==> config.mk <==
export PLATFORM = sky130hd
export DESIGN_NAME = modrm_sib_operand_decoder
export DESIGN_NICKNAME = d
export VERILOG_FILES = /design/src/design/msod_pkg.sv /design/src/design/msod_decode.sv /design/src/design/msod_out_stage.sv /design/src/design/modrm_sib_operand_decoder.sv
export SDC_FILE = /design/constraint.sdc
export NUM_CORES = 1
export LEC_CHECK = 0
export BUFFER_PORTS_ARGS = -buffer_cell sky130_fd_sc_hd__buf_2
export CORE_MARGIN = 3
export CORE_UTILIZATION = 57
export CTS_CLUSTER_DIAMETER = 60
export CTS_CLUSTER_SIZE = 20
export DETAILED_ROUTE_END_ITERATION = 7
export GPL_ROUTABILITY_DRIVEN = 0
export PLACE_DENSITY = 0.85
export SETUP_SLACK_MARGIN = 0.05
export SLEW_MARGIN = 20
export SYNTH_ARGS = -nofsm -noshare
export SYNTH_HDL_FRONTEND = slang
export SYNTH_SLANG_ARGS = --single-unit
==> constraint.sdc <==
create_clock -name clk -period 5.6 [get_ports clk]
set_clock_uncertainty 0.2 [all_clocks]
set_input_delay 0.28 -clock clk [delete_from_list [all_inputs] [get_ports clk]]
set_output_delay 0.28 -clock clk [all_outputs]
set_load 0.01 [all_outputs]
==> src/design/msod_pkg.sv <==
// Shared types, constants and table functions for the ModR/M operand decoder.
package msod_pkg;

    // Widths of the stream words
    localparam int IN_DATA_W  = 64;
    localparam int OUT_DATA_W = 64;

    // Register indexes of the configuration port
    localparam logic CFG_OPERAND_32 = 1'b0;
    localparam logic CFG_ADDRESS_32 = 1'b1;

    // Register code that means no base or no index register
    localparam logic [3:0] REG_NONE = 4'd8;

    // Size classes
    localparam logic [3:0] SZ_B = 4'd0;
    localparam logic [3:0] SZ_W = 4'd1;
    localparam logic [3:0] SZ_D = 4'd2;
    localparam logic [3:0] SZ_Q = 4'd3;
    localparam logic [3:0] SZ_S = 4'd4;
    localparam logic [3:0] SZ_L = 4'd5;
    localparam logic [3:0] SZ_T = 4'd6;
    localparam logic [3:0] SZ_C = 4'd7;
    localparam logic [3:0] SZ_V = 4'd8;
    localparam logic [3:0] SZ_P = 4'd9;

    // ModR/M mod field codes
    localparam logic [1:0] MOD_NODISP = 2'd0;
    localparam logic [1:0] MOD_DISP8  = 2'd1;
    localparam logic [1:0] MOD_DISPW  = 2'd2;
    localparam logic [1:0] MOD_REG    = 2'd3;

    // Special rm and SIB field codes
    localparam logic [2:0] RM_SIB    = 3'd4;
    localparam logic [2:0] RM_DIR32  = 3'd5;
    localparam logic [2:0] RM_DIR16  = 3'd6;
    localparam logic [2:0] SIB_NOIDX = 3'd4;
    localparam logic [2:0] SIB_NOBAS = 3'd5;

    typedef enum logic [1:0] {
        KIND_GPR     = 2'd0,
        KIND_MMX     = 2'd1,
        KIND_MEMORY  = 2'd2,
        KIND_INVALID = 2'd3
    } kind_t;

    // One input word, unpacked
    typedef struct packed {
        logic        address_override;
        logic        operand_override;
        logic        mmx_form;
        logic        allow_memory;
        logic        allow_register;
        logic [3:0]  size_class;
        logic [3:0]  bytes_left;
        logic [39:0] following_bytes;
        logic [7:0]  modrm_byte;
    } in_item_t;

    // One result word, unpacked
    typedef struct packed {
        logic               address_32;
        logic [2:0]         bytes_consumed;
        logic signed [31:0] displacement;
        logic               has_displacement;
        logic [3:0]         scale_factor;
        logic [3:0]         index_register;
        logic [3:0]         base_register;
        logic               float_pointer;
        logic [3:0]         operand_bytes;
        logic [2:0]         register_number;
        kind_t              operand_kind;
    } res_t;

    // Operand size in bytes for a size class and the effective operand size.
    function automatic logic [3:0] size_bytes(input logic [3:0] sclass, input logic op32);
        logic [3:0] n;
        begin
            unique case (sclass)
                SZ_B:    n = 4'd1;
                SZ_W:    n = 4'd2;
                SZ_D:    n = 4'd4;
                SZ_Q:    n = 4'd8;
                SZ_S:    n = 4'd4;
                SZ_L:    n = 4'd8;
                SZ_T:    n = 4'd10;
                SZ_C:    n = op32 ? 4'd2 : 4'd1;
                SZ_V:    n = op32 ? 4'd4 : 4'd2;
                SZ_P:    n = op32 ? 4'd6 : 4'd4;
                default: n = 4'd0;
            endcase
            return n;
        end
    endfunction

    // Base register of the 16-bit addressing forms.
    function automatic logic [3:0] base16(input logic [2:0] rm);
        logic [3:0] r;
        begin
            unique case (rm)
                3'd0, 3'd1, 3'd7: r = 4'd3;
                3'd2, 3'd3, 3'd6: r = 4'd5;
                3'd4:             r = 4'd6;
                3'd5:             r = 4'd7;
                default:          r = REG_NONE;
            endcase
            return r;
        end
    endfunction

    // Index register of the 16-bit addressing forms.
    function automatic logic [3:0] index16(input logic [2:0] rm);
        logic [3:0] r;
        begin
            unique case (rm)
                3'd0, 3'd2: r = 4'd6;
                3'd1, 3'd3: r = 4'd7;
                default:    r = REG_NONE;
            endcase
            return r;
        end
    endfunction

endpackage

==> src/design/msod_decode.sv <==
// Combinational decode of one ModR/M operand from the input register.
module msod_decode (
    input  msod_pkg::in_item_t item,
    input  logic               dflt_op32,
    input  logic               dflt_ad32,
    output msod_pkg::res_t     res
);
    import msod_pkg::*;

    logic        op32;
    logic        ad32;
    logic [1:0]  md;
    logic [2:0]  rm;
    logic [7:0]  sib;
    logic        bad;
    logic        pos;
    logic [2:0]  dlen;
    logic        sext;
    logic [2:0]  used;
    logic [31:0] win;
    logic [31:0] disp;

    assign op32 = dflt_op32 ^ item.operand_override;
    assign ad32 = dflt_ad32 ^ item.address_override;
    assign md   = item.modrm_byte[7:6];
    assign rm   = item.modrm_byte[2:0];
    assign sib  = item.following_bytes[7:0];

    // Displacement bytes start after the SIB byte when there is one.
    assign win = pos ? item.following_bytes[39:8] : item.following_bytes[31:0];

    // Displacement extension by length.
    always_comb
    begin
        unique case (dlen)
            3'd1:    disp = {{24{win[7]}}, win[7:0]};
            3'd2:    disp = sext ? {{16{win[15]}}, win[15:0]} : {16'd0, win[15:0]};
            3'd4:    disp = win;
            default: disp = 32'd0;
        endcase
    end

    // Form selection and addressing rules.
    always_comb
    begin
        res                  = '0;
        res.operand_kind     = KIND_INVALID;
        res.base_register    = REG_NONE;
        res.index_register   = REG_NONE;
        res.bytes_consumed   = 3'd1;
        res.address_32       = ad32;
        bad                  = (item.bytes_left == 4'd0);
        pos                  = 1'b0;
        dlen                 = 3'd0;
        sext                 = 1'b1;
        used                 = 3'd1;

        if (md == MOD_REG)
        begin
            if (!item.allow_register)
            begin
                bad = 1'b1;
            end
            else
            begin
                res.operand_kind    = item.mmx_form ? KIND_MMX : KIND_GPR;
                res.register_number = rm;
                res.operand_bytes   = item.mmx_form ? 4'd8 : size_bytes(item.size_class, op32);
            end
        end
        else if (!item.allow_memory)
        begin
            bad = 1'b1;
        end
        else
        begin
            res.operand_kind  = KIND_MEMORY;
            res.operand_bytes = size_bytes(item.size_class, op32);
            res.float_pointer = (item.size_class == SZ_S) || (item.size_class == SZ_L)
                                || (item.size_class == SZ_T);
            priority if (!ad32)
            begin
                // 16-bit addressing table
                if (md == MOD_NODISP && rm == RM_DIR16)
                begin
                    dlen = 3'd2;
                    sext = 1'b0;
                end
                else
                begin
                    res.base_register  = base16(rm);
                    res.index_register = index16(rm);
                    res.scale_factor   = 4'd1;
                    dlen = (md == MOD_DISP8) ? 3'd1 : (md == MOD_DISPW) ? 3'd2 : 3'd0;
                end
            end
            else if (md == MOD_NODISP && rm == RM_DIR32)
            begin
                dlen = 3'd4;
            end
            else if (rm == RM_SIB)
            begin
                // 32-bit form with a SIB byte
                pos                = 1'b1;
                res.index_register = (sib[5:3] == SIB_NOIDX) ? REG_NONE : {1'b0, sib[5:3]};
                res.scale_factor   = 4'(4'd1 << sib[7:6]);
                if (sib[2:0] == SIB_NOBAS && md == MOD_NODISP)
                begin
                    dlen = 3'd4;
                end
                else
                begin
                    res.base_register = {1'b0, sib[2:0]};
                    dlen = (md == MOD_DISP8) ? 3'd1 : (md == MOD_DISPW) ? 3'd4 : 3'd0;
                end
            end
            else
            begin
                res.base_register = {1'b0, rm};
                res.scale_factor  = 4'd1;
                dlen = (md == MOD_DISP8) ? 3'd1 : (md == MOD_DISPW) ? 3'd4 : 3'd0;
            end

            used = 3'd1 + {2'b00, pos} + dlen;
            if ({1'b0, used} > item.bytes_left)
            begin
                bad = 1'b1;
            end
            res.has_displacement = (dlen != 3'd0);
            res.displacement     = disp;
            res.bytes_consumed   = used;
        end

        // A disallowed or truncated operand gives the invalid result.
        if (bad)
        begin
            res                = '0;
            res.operand_kind   = KIND_INVALID;
            res.base_register  = REG_NONE;
            res.index_register = REG_NONE;
            res.bytes_consumed = 3'd1;
            res.address_32     = ad32;
        end
    end

endmodule

==> src/design/msod_out_stage.sv <==
// Result register with its valid flag, driving the master-side stream.
module msod_out_stage (
    input  logic                                 clk,
    input  logic                                 rst_n,
    input  logic                                 in_valid,
    input  msod_pkg::res_t                       res,
    output logic                                 advance,
    output logic                                 m_tvalid,
    input  logic                                 m_tready,
    // Fields from bit 0: operand_kind, register_number, operand_bytes,
    // float_pointer, base_register, index_register, scale_factor,
    // has_displacement, displacement, bytes_consumed, address_32, zero fill.
    output logic [msod_pkg::OUT_DATA_W-1:0]      m_tdata
);
    import msod_pkg::*;

    logic valid_reg;
    logic valid_next;
    res_t res_reg;

    // The register takes a new word when empty or when its word leaves.
    assign advance    = !valid_reg || m_tready;
    assign valid_next = advance ? in_valid : valid_reg;

    always_ff @(posedge clk or negedge rst_n)
    begin
        if (!rst_n)
        begin
            valid_reg <= 1'b0;
        end
        else
        begin
            valid_reg <= valid_next;
        end
    end

    // Payload needs no reset.
    always_ff @(posedge clk)
    begin
        if (advance && in_valid)
        begin
            res_reg <= res;
        end
    end

    assign m_tvalid = valid_reg;
    assign m_tdata  = {{(OUT_DATA_W - $bits(res_t)){1'b0}}, res_reg};

endmodule

==> src/design/modrm_sib_operand_decoder.sv <==
// Top level of the ModR/M and SIB operand decoder: configuration, input register, decode, result register.
//
// Decodes one x86 ModR/M operand (with optional SIB byte and displacement) per
// input word into its kind, register, size, base, index, scale, displacement and
// byte count. A word passes an input register and a result register. Each result
// is offered on the output by the result register once its word has moved on
// from the input register. A new word can be accepted in every cycle while the
// output side keeps taking results, because the input register hands its word
// on in the same cycle that the result register empties. When the output stalls,
// the block holds two words and then drops s_tready until a result is taken. The
// default operand and address sizes are written through the configuration port
// (index 0 and 1) and both reset to 32-bit; write them only while no word is in
// flight.
module modrm_sib_operand_decoder (
    input  logic                                clk,
    input  logic                                rst_n,
    input  logic                                cfg_we,
    input  logic                                cfg_index,
    input  logic                                cfg_wdata,
    input  logic                                s_tvalid,
    output logic                                s_tready,
    // Fields from bit 0: modrm_byte, following_bytes, bytes_left, size_class,
    // allow_register, allow_memory, mmx_form, operand_override,
    // address_override, zero fill.
    input  logic [msod_pkg::IN_DATA_W-1:0]      s_tdata,
    output logic                                m_tvalid,
    input  logic                                m_tready,
    // Fields from bit 0: operand_kind, register_number, operand_bytes,
    // float_pointer, base_register, index_register, scale_factor,
    // has_displacement, displacement, bytes_consumed, address_32, zero fill.
    output logic [msod_pkg::OUT_DATA_W-1:0]     m_tdata
);
    import msod_pkg::*;

    logic     op32_reg;
    logic     ad32_reg;
    logic     in_valid_reg;
    logic     in_valid_next;
    in_item_t item_reg;
    res_t     res;
    logic     advance;

    // Configuration registers.
    always_ff @(posedge clk or negedge rst_n)
    begin
        if (!rst_n)
        begin
            op32_reg <= 1'b1;
            ad32_reg <= 1'b1;
        end
        else if (cfg_we)
        begin
            unique case (cfg_index)
                CFG_OPERAND_32: op32_reg <= cfg_wdata;
                CFG_ADDRESS_32: ad32_reg <= cfg_wdata;
                default:        op32_reg <= op32_reg;
            endcase
        end
    end

    // Input register: free or moving on into the result register.
    assign s_tready      = !in_valid_reg || advance;
    assign in_valid_next = s_tready ? s_tvalid : in_valid_reg;

    always_ff @(posedge clk or negedge rst_n)
    begin
        if (!rst_n)
        begin
            in_valid_reg <= 1'b0;
        end
        else
        begin
            in_valid_reg <= in_valid_next;
        end
    end

    always_ff @(posedge clk)
    begin
        if (s_tvalid && s_tready)
        begin
            item_reg <= in_item_t'(s_tdata[$bits(in_item_t)-1:0]);
        end
    end

    // Operand decode.
    msod_decode u_decode (
        .item      (item_reg),
        .dflt_op32 (op32_reg),
        .dflt_ad32 (ad32_reg),
        .res       (res)
    );

    // Result register and output stream.
    msod_out_stage u_out (
        .clk      (clk),
        .rst_n    (rst_n),
        .in_valid (in_valid_reg),
        .res      (res),
        .advance  (advance),
        .m_tvalid (m_tvalid),
        .m_tready (m_tready),
        .m_tdata  (m_tdata)
    );

endmodule
==> results of run 1 <==
[area by class of cell]
class	instances	area share, %
Clock buffer	17	5.69
Tap cell	108	1.86
Timing Repair Buffer	196	18.2
Multi-Input combinational cell	236	21.0
Clock inverter	15	2.03
Inverter	13	0.671
Sequential cell	124	50.5
[cells in the mapped netlist (4+ instances only)]
cell,count
edfxtp_1,117
nand2_1,54
a21oi_1,40
mux2_2,18
nor2_1,15
inv_1,12
buf_4,9
buf_2,8
nand3_1,8
nor3_2,7
o22ai_1,7
nand2b_1,5
nor4_1,5
o21ai_0,5
and2_1,4
ha_1,4
nor2b_1,4
nor3_1,4
nor3b_1,4
o211ai_1,4
[power groups by stage]
stage | Clock [W] | Sequential [W] | Combinational (W)
final | 0.00104 | 0.00114 | 0.000301
after global routing | 0.00109 | 0.00115 | 0.000326
after CTS | 0.00104 | 0.00114 | 0.000295
after floorplan | 0 | 0.00116 | 0.000154
after global placement | 0 | 0.00115 | 0.000245
after detailed placement | 0 | 0.00115 | 0.000254
[stage by stage]
| step | hold WS, ns | utilization (%) | instance area (um2) | total power (W) | setup slack (ns) |
|---|---|---|---|---|---|
| 2_1_floorplan | -0.216 | - | 5400 | 0.00132 | 1.90 |
| 3_5_place_dp | -0.109 | 67.6 | 6040 | 0.00141 | 1.08 |
| 3_3_place_gp | -0.113 | 67.6 | 6040 | 0.00140 | 1.19 |
| 4_1_cts | 0.0406 | 81.4 | 7270 | 0.00247 | 0.985 |
| 6_report | 0.0506 | 81.4 | 7270 | 0.00248 | 0.867 |
| 5_1_grt | 0.0719 | 81.4 | 7270 | 0.00256 | 0.545 |
[metal layers]
layer | vias to the layer above | wire, um | global-route usage (%)
met1 | 1929 | 4990 | 31.7
met3 | 28 | 1000 | 6.44
met5 | - | 0 | 0
met2 | 214 | 7130 | 45.4
li1 | 1847 | - | -
met4 | 0 | 351 | 10.5
[worst paths after layout]
kind,start,endpoint,cells after the start
max in group asynchronous,rst_n,u_out.m_tvalid,3
hold reg to reg,in_valid_reg,u_out.m_tvalid,1
setup / recovery,ad32_reg,u_out.m_tdata[19],12
hold / removal,rst_n,ad32_reg,2
min in group clk,s_tdata[46],item_reg[46],2
setup reg to reg,ad32_reg,u_out.m_tdata[19],12
[kinds of logic (layout without fill, tap and decap cells)]
logic type,count (synthesis),count (layout),synth area share [%]
mux,19,19,4.18
buf+inv,36,241,3.74
simple gates,127,127,12.6
other cells,1,5,0.0696
compound gates,75,75,9.06
flops,124,124,68.2
xor+xnor,5,5,0.813
fa+ha+maj,5,5,1.30
[cell usage in the layout, fill, tap and decap left out, types with 3 or more instances in the layout]
cell type and n:
inv_1 11, nand2_1 54, nand3_1 8, nor4_1 5, a21oi_1 40, dlygate4sd3_1 67, nor3_1 4, conb_1 5
nor3b_1 4, nor2_1 15, and2_1 3, clkinvlp_4 4, buf_4 4, mux2_2 18, buf_2 125, dfxtp_1 3
xnor2_1 3, nor2b_1 4, clkbuf_16 16, and3b_1 3, o22ai_1 7, o21ai_0 5, nand2b_1 5, edfxtp_1 117
o211ai_1 4, ha_1 4, clkinv_2 3, nor3_2 7
[repair_timing]
item,CTS,global route
hold buffers,67,0
buffers inserted,0,0
endpoints found under the hold margin,69,0
==> impl_results.md, run 1 <==
* P_sw at 0.000622 W
* Post-route ant nets at 0
* Register Area at 3680 um2
* Mean Syn Cell Area at 13.7 um2
* Power Density at 341 nW/um2
* Drt drc at 0
* Filler cells at between 400 and 500
* Relative slew slack at 35.4%
* Critical path launch point type: flop
* Crit share post-route at 84.5%
* Final Max Slew Viols at 0
* RSZ-0062 raised after global routing: false
* # port buffers at ~130
* Final Hold Viols at 0
* Clock Latency Late Sink at 0.53 ns
* Max reg flops at roughly 60
* Die W at 103 um
* Synthesized flop and latch total at 124
* Worst path slowest cell: dfstp_2
* Worst Path Arrival at just under 5 ns
* Max Freq at 0.211 GHz
* Worst slew pin tran at a little under 1 ns
* Vias in the first global route at around 4000
* Worst path bufs/invs at 2
* Number of distinct library cells after synthesis at 57
* Grt ovf at 0
* EDFF count, synth at 117
* Fraction of layout cells with a size suffix above 1 at 33.8%
* Post-DP HPWL at 7860 um
* Min-Delay Path Class: input port to async pin
* Crit-path cells: xnor2_1 > inv_1 > and2_1 > inv_2 > ha_1 > fa_1 > ha_1 > nor2b_1 > o21a_1 > o21ai_1 > nand2_1 > nor4_1
* Initial antenna violation count at 0
* Clk root buf: clkbuf_8
* Required time worst endpoint at 5.70 ns
* Setup TNS at 0 ns
* Core ar. at 8930 um2
* Maximum vdd drop at 0.309 mV
* Min cycle time layout at 4.73 ns
* Critical path type: flop to flop
* Resized Gates After CTS at 0
* Register area share after synthesis at 68.2%
* Slowest stage delay, CP at 0.54 ns
* Dominant synthesized flop cell: edfxtp_1
* Reg clk slew, reported paths at 0.06 ns
* First-pass GRT wire length at 20500 um
* Maximum number of pins on one net before global-route repair at 60
* Initial Util at between 60% and 70%
* CTS Buf Count at 17
* CP most frequent cell: ha_1
* Routed vias/inst at 5.67
* Final #Nets at 664
* Internal at 0.00186 W
* Sw frac at 25.1%
* Synth Instances at 392
* WL/cell at 19.0 um
* Yosys top cell by area: edfxtp_1
* Final setup violating endpoints at 0
* Total global-route track usage at a little over a quarter
* Crit Path Max Fanout at 13
* Height of the die at 103 um
* Die ar. at roughly 11000 um2
* Crit-path leading delay family: simple AND/OR/NAND/NOR gates
* Site Rows at 34
* CTS sink cnt at 124
* Reg power frac at 46.0%
* Mapped Area at roughly 5400 um2
* Worst Setup End Kind: flop
* Fraction of registers with async set/reset at 3.23%
* Synth top area cells: edfxtp_1, mux2_2, nand2_1
* CTS tree: done
* Clock power share at 41.9%
* Flop-to-flop setup slack at 0.87 ns
* CTS max path bufs at 2
* Number of max-capacitance violations reported at 0
* Finished Layout Cells at 709
* Outcome: completed
* Area Growth Syn to Fin at 35.0%
* Via count at 4018
* Static Leak at 2.87 nW
* Multi-input logic area at 1530 um2
* Ports at 137
* DRT Pass-1 Iters at 5
* Combinational Power Share at 12.1%
* Placed cell count at 610
* Post-Route WL at ~13000 um
* Synth top area share at 65.2%
* Synthesis Warnings at 0
* CTS HTree Levels at 4
* ANT cells at 0
* Initial DRC count at between 300 and 400
No activity file was read; power rests on OpenSTA's default activity.
==> inputs of run 2 (changes only) <==
- ABC_AREA: default -> 1
- CORE_UTILIZATION: 57 -> 48
- PLACE_DENSITY: 0.85 -> 0.76
- clock period: 5.6 -> 4.2 ns (I/O delays scaled with it)
==> impl_results.md, run 2 <==
* Maximum vdd drop at 0.262 mV (was 0.309 mV)
* Most common cell in the synthesized netlist: nand2_1 (was edfxtp_1)
* Cell Area, Placed at 6390 um2 (was 6040 um2)
* Post-route cell area at 7620 um2 (was 7270 um2)
* Post-Synth Adder-Cell Area at 1.24% (was 1.30%)
* Final #Nets at 822 (was 664)
* Required time worst endpoint at 4.26 ns (was 5.70 ns)
* # port buffers at 125 (unchanged)
* Via count at 4582 (was 4018)
* Mapped Area at 5660 um2 (was 5390 um2)
* Resized Gates After CTS at 0 (unchanged)
* Core ar. at 11500 um2 (was 8930 um2)
* CTS sink cnt at 124 (unchanged)
* Drt drc at 0 (unchanged)
* Synth top area cells: edfxtp_1, nand2_1, nor2_1 (was edfxtp_1, mux2_2, nand2_1)
* Die W at 115 um (was 103 um)
* Flop-to-flop setup slack at 0.48 ns (was 0.87 ns)
* Relative slew slack at 47.8% (was 35.4%)
* Max reg flops at 59 (unchanged)
* Mean Syn Cell Area at 10.3 um2 (was 13.7 um2)
* Routed vias/inst at 5.08 (was 5.67)
* Fraction of registers with async set/reset at 3.23% (unchanged)
* Min cycle time layout at 3.72 ns (was 4.73 ns)
* Synth Area in Simple Gates at 22.1% (was 12.6%)
* Synthesis Warnings at 0 (unchanged)
* Reg clk slew, reported paths at 0.05 ns (was 0.06 ns)
* Number of distinct library cells after synthesis at 39 (was 57)
* Post-route ant nets at 0 (unchanged)
* Worst Setup End Kind: flop (unchanged)
* CTS tree: done (unchanged)
* Ports at 137 (unchanged)
* Mux contribution to synthesized area at 0.707% (was 4.18%)
* Compound-Gate Fraction of Synth Area at 3.76% (was 9.06%)
* Final Max Slew Viols at 0 (unchanged)
* Setup TNS at 0 ns (unchanged)
* Total global-route track usage at 21.6% (was 26.2%)
* Area Growth Syn to Fin at 34.6% (was 35.0%)
* Clock Latency Late Sink at 0.41 ns (was 0.53 ns)
* Number of max-capacitance violations reported at 0 (unchanged)
* DRT Pass-1 Iters at 5 (unchanged)
* Outcome: completed (unchanged)
* Fraction of layout cells with a size suffix above 1 at 23.5% (was 33.8%)
* Synth Instances at 549 (was 392)
* Largest family of logic cells by synthesized area: simple AND/OR/NAND/NOR gates (unchanged)
* Met2 Usage GRT at 36.1% (was 45.4%)
* CTS HTree Levels at 4 (unchanged)
* Most frequent cells after synthesis: nand2_1, edfxtp_1, nor2_1, inv_1, nand3_1 (was edfxtp_1, nand2_1, a21oi_1, mux2_2, nor2_1)
* EDFF count, synth at 117 (unchanged)
* Initial antenna violation count at 0 (unchanged)
* Initial Util at 49.4% (was 60.3%)
* Synth Area in XOR/XNOR at 0.155% (was 0.813%)
* Synthesized flop and latch total at 124 (unchanged)
* Grt ovf at 0 (unchanged)
* Site Rows at 39 (was 34)
* ANT cells at 0 (unchanged)
* Critical path launch point type: flop (unchanged)
* Maximum number of pins on one net before global-route repair at 49 (was 60)
* Critical path type: flop to flop (unchanged)
* Most frequent cells in the layout: nand2_1, buf_2, edfxtp_1 (was buf_2, edfxtp_1, dlygate4sd3_1)
* Post-DP HPWL at 9170 um (was 7860 um)
* Finished Layout Cells at 902 (was 709)
* Min-Delay Path Class: input port to async pin (unchanged)
* Max Freq at 0.269 GHz (was 0.211 GHz)
* RSZ-0062 raised after global routing: false (unchanged)
* Final Power at 0.00340 W (was 0.00248 W)
* Clk root buf: clkbuf_16 (was clkbuf_8)
* Synth top area share at 62.1% (was 65.2%)
* WL/cell at 15.1 um (was 19.0 um)
* Crit share post-route at 88.5% (was 84.5%)
* Static Leak at 3.48 nW (was 2.87 nW)
* Crit Path Max Fanout at 13 (unchanged)
* Vias in the first global route at 4595 (was 3987)
* Final setup violating endpoints at 0 (unchanged)
* Setup ws final at 0.484 ns (was 0.867 ns)
* Worst Path Arrival at 3.78 ns (was 4.83 ns)
* Initial DRC count at 403 (was 356)
* Height of the die at 115 um (was 103 um)
* CTS max path bufs at 2 (unchanged)
* Placed cell count at 804 (was 610)
* Final Hold Viols at 0 (unchanged)
* Register area share after synthesis at 64.9% (was 68.2%)
* Power Density at 446 nW/um2 (was 341 nW/um2)
* Worst slew pin tran at 0.782 ns (was 0.969 ns)
* Die ar. at 13100 um2 (was 10700 um2)
* GR Util met3 at 5.60% (was 6.44%)
* CTS Buf Count at 17 (unchanged)
* Worst slack at placement at 0.516 ns (was 1.08 ns)
* Layer with the highest usage: met2 (unchanged)
* First-pass GRT wire length at 22000 um (was 20500 um)
* Routing usage on met1 at 27.4% (was 31.7%)
* Post-Route WL at 13600 um (was 13500 um)
* Yosys top cell by area: edfxtp_1 (unchanged)
* Dominant synthesized flop cell: edfxtp_1 (unchanged)
[run 2: cell types whose count changed after synthesis, sizes merged, moves of 4 or more]
cell,delta
a21oi,-28
inv,+56
mux2,-18
nand2,+75
nand2b,-5
nand3,+47
nor2,+69
nor2b,-4
nor3,-8
nor3b,-5
o21ai,+8
o22ai,-6
[run 2: final timing paths]
path	startpoint	end	cells past startpoint
max	ad32_reg	u_out.m_tdata[28]	17
max in group asynchronous	rst_n	in_valid_reg	3
min reg2reg	in_valid_reg	u_out.m_tvalid	2
min	rst_n	ad32_reg	2
min in group clk	s_tdata[51]	item_reg[51]	2
max reg2reg	ad32_reg	u_out.m_tdata[28]	17
[run 2: kinds of logic (layout without fill, tap and decap cells)]
family          Yosys count  in the layout
buf+inv                  91            297
xor+xnor                  1              1
mux                       4              4
simple gates            287            287
fa+ha+maj                 5              5
flops                   124            124
other cells               1              5
compound gates           36             36
[run 2: worst max-delay path, stage by stage (launching register included)]
cell     delay [ns]
dfstp_2        0.57
inv_2          0.04
nand2_1        0.05
nand2_1        0.17
nor2_4         0.14
inv_1          0.10
ha_1           0.23
fa_1           0.38
xor2_1         0.20
ha_1           0.32
nand3_1        0.09
nand2_1        0.06
inv_1          0.04
nand2_1        0.07
nand3_1        0.08
inv_1          0.40
nand2_2        0.25
nor2_1         0.17
[run 2: final cells by class]
class                      count  area, um2
fill                         830       3840
sequential                   124       3680
multi-input combinational    338       1620
timing repair buffer         196       1320
clock buffer                  20        447
inverter                      69        259
tap                          143        179
clock inverter                12        123
[run 2: per-stage QoR]
step	hold WS, ns	util (%)
floorplan	-0.286	-
global placement	-0.186	55.7
detailed placement	-0.181	55.7
CTS	0.0898	66.5
global route	0.122	66.5
finish	0.109	66.5
[run 2: repair_timing]
action	CTS	global route
hold buffers	66	0
hold endpoints to repair	67	0
buffers inserted	0	0
[run 2: power by group]
part           total, W  internal [W]  switching [W]
clock network   0.00140      0.000881       0.000517
registers       0.00155       0.00150      0.0000511
logic          0.000455      0.000173       0.000283
total           0.00340       0.00255       0.000851
[run 2: routing by layer]
layer  vias to the layer above  wire, um
li1                       2220         -
met1                      2121      5630
met2                       205      6580
met3                        36      1080
met4                         0       310
met5                         -         0
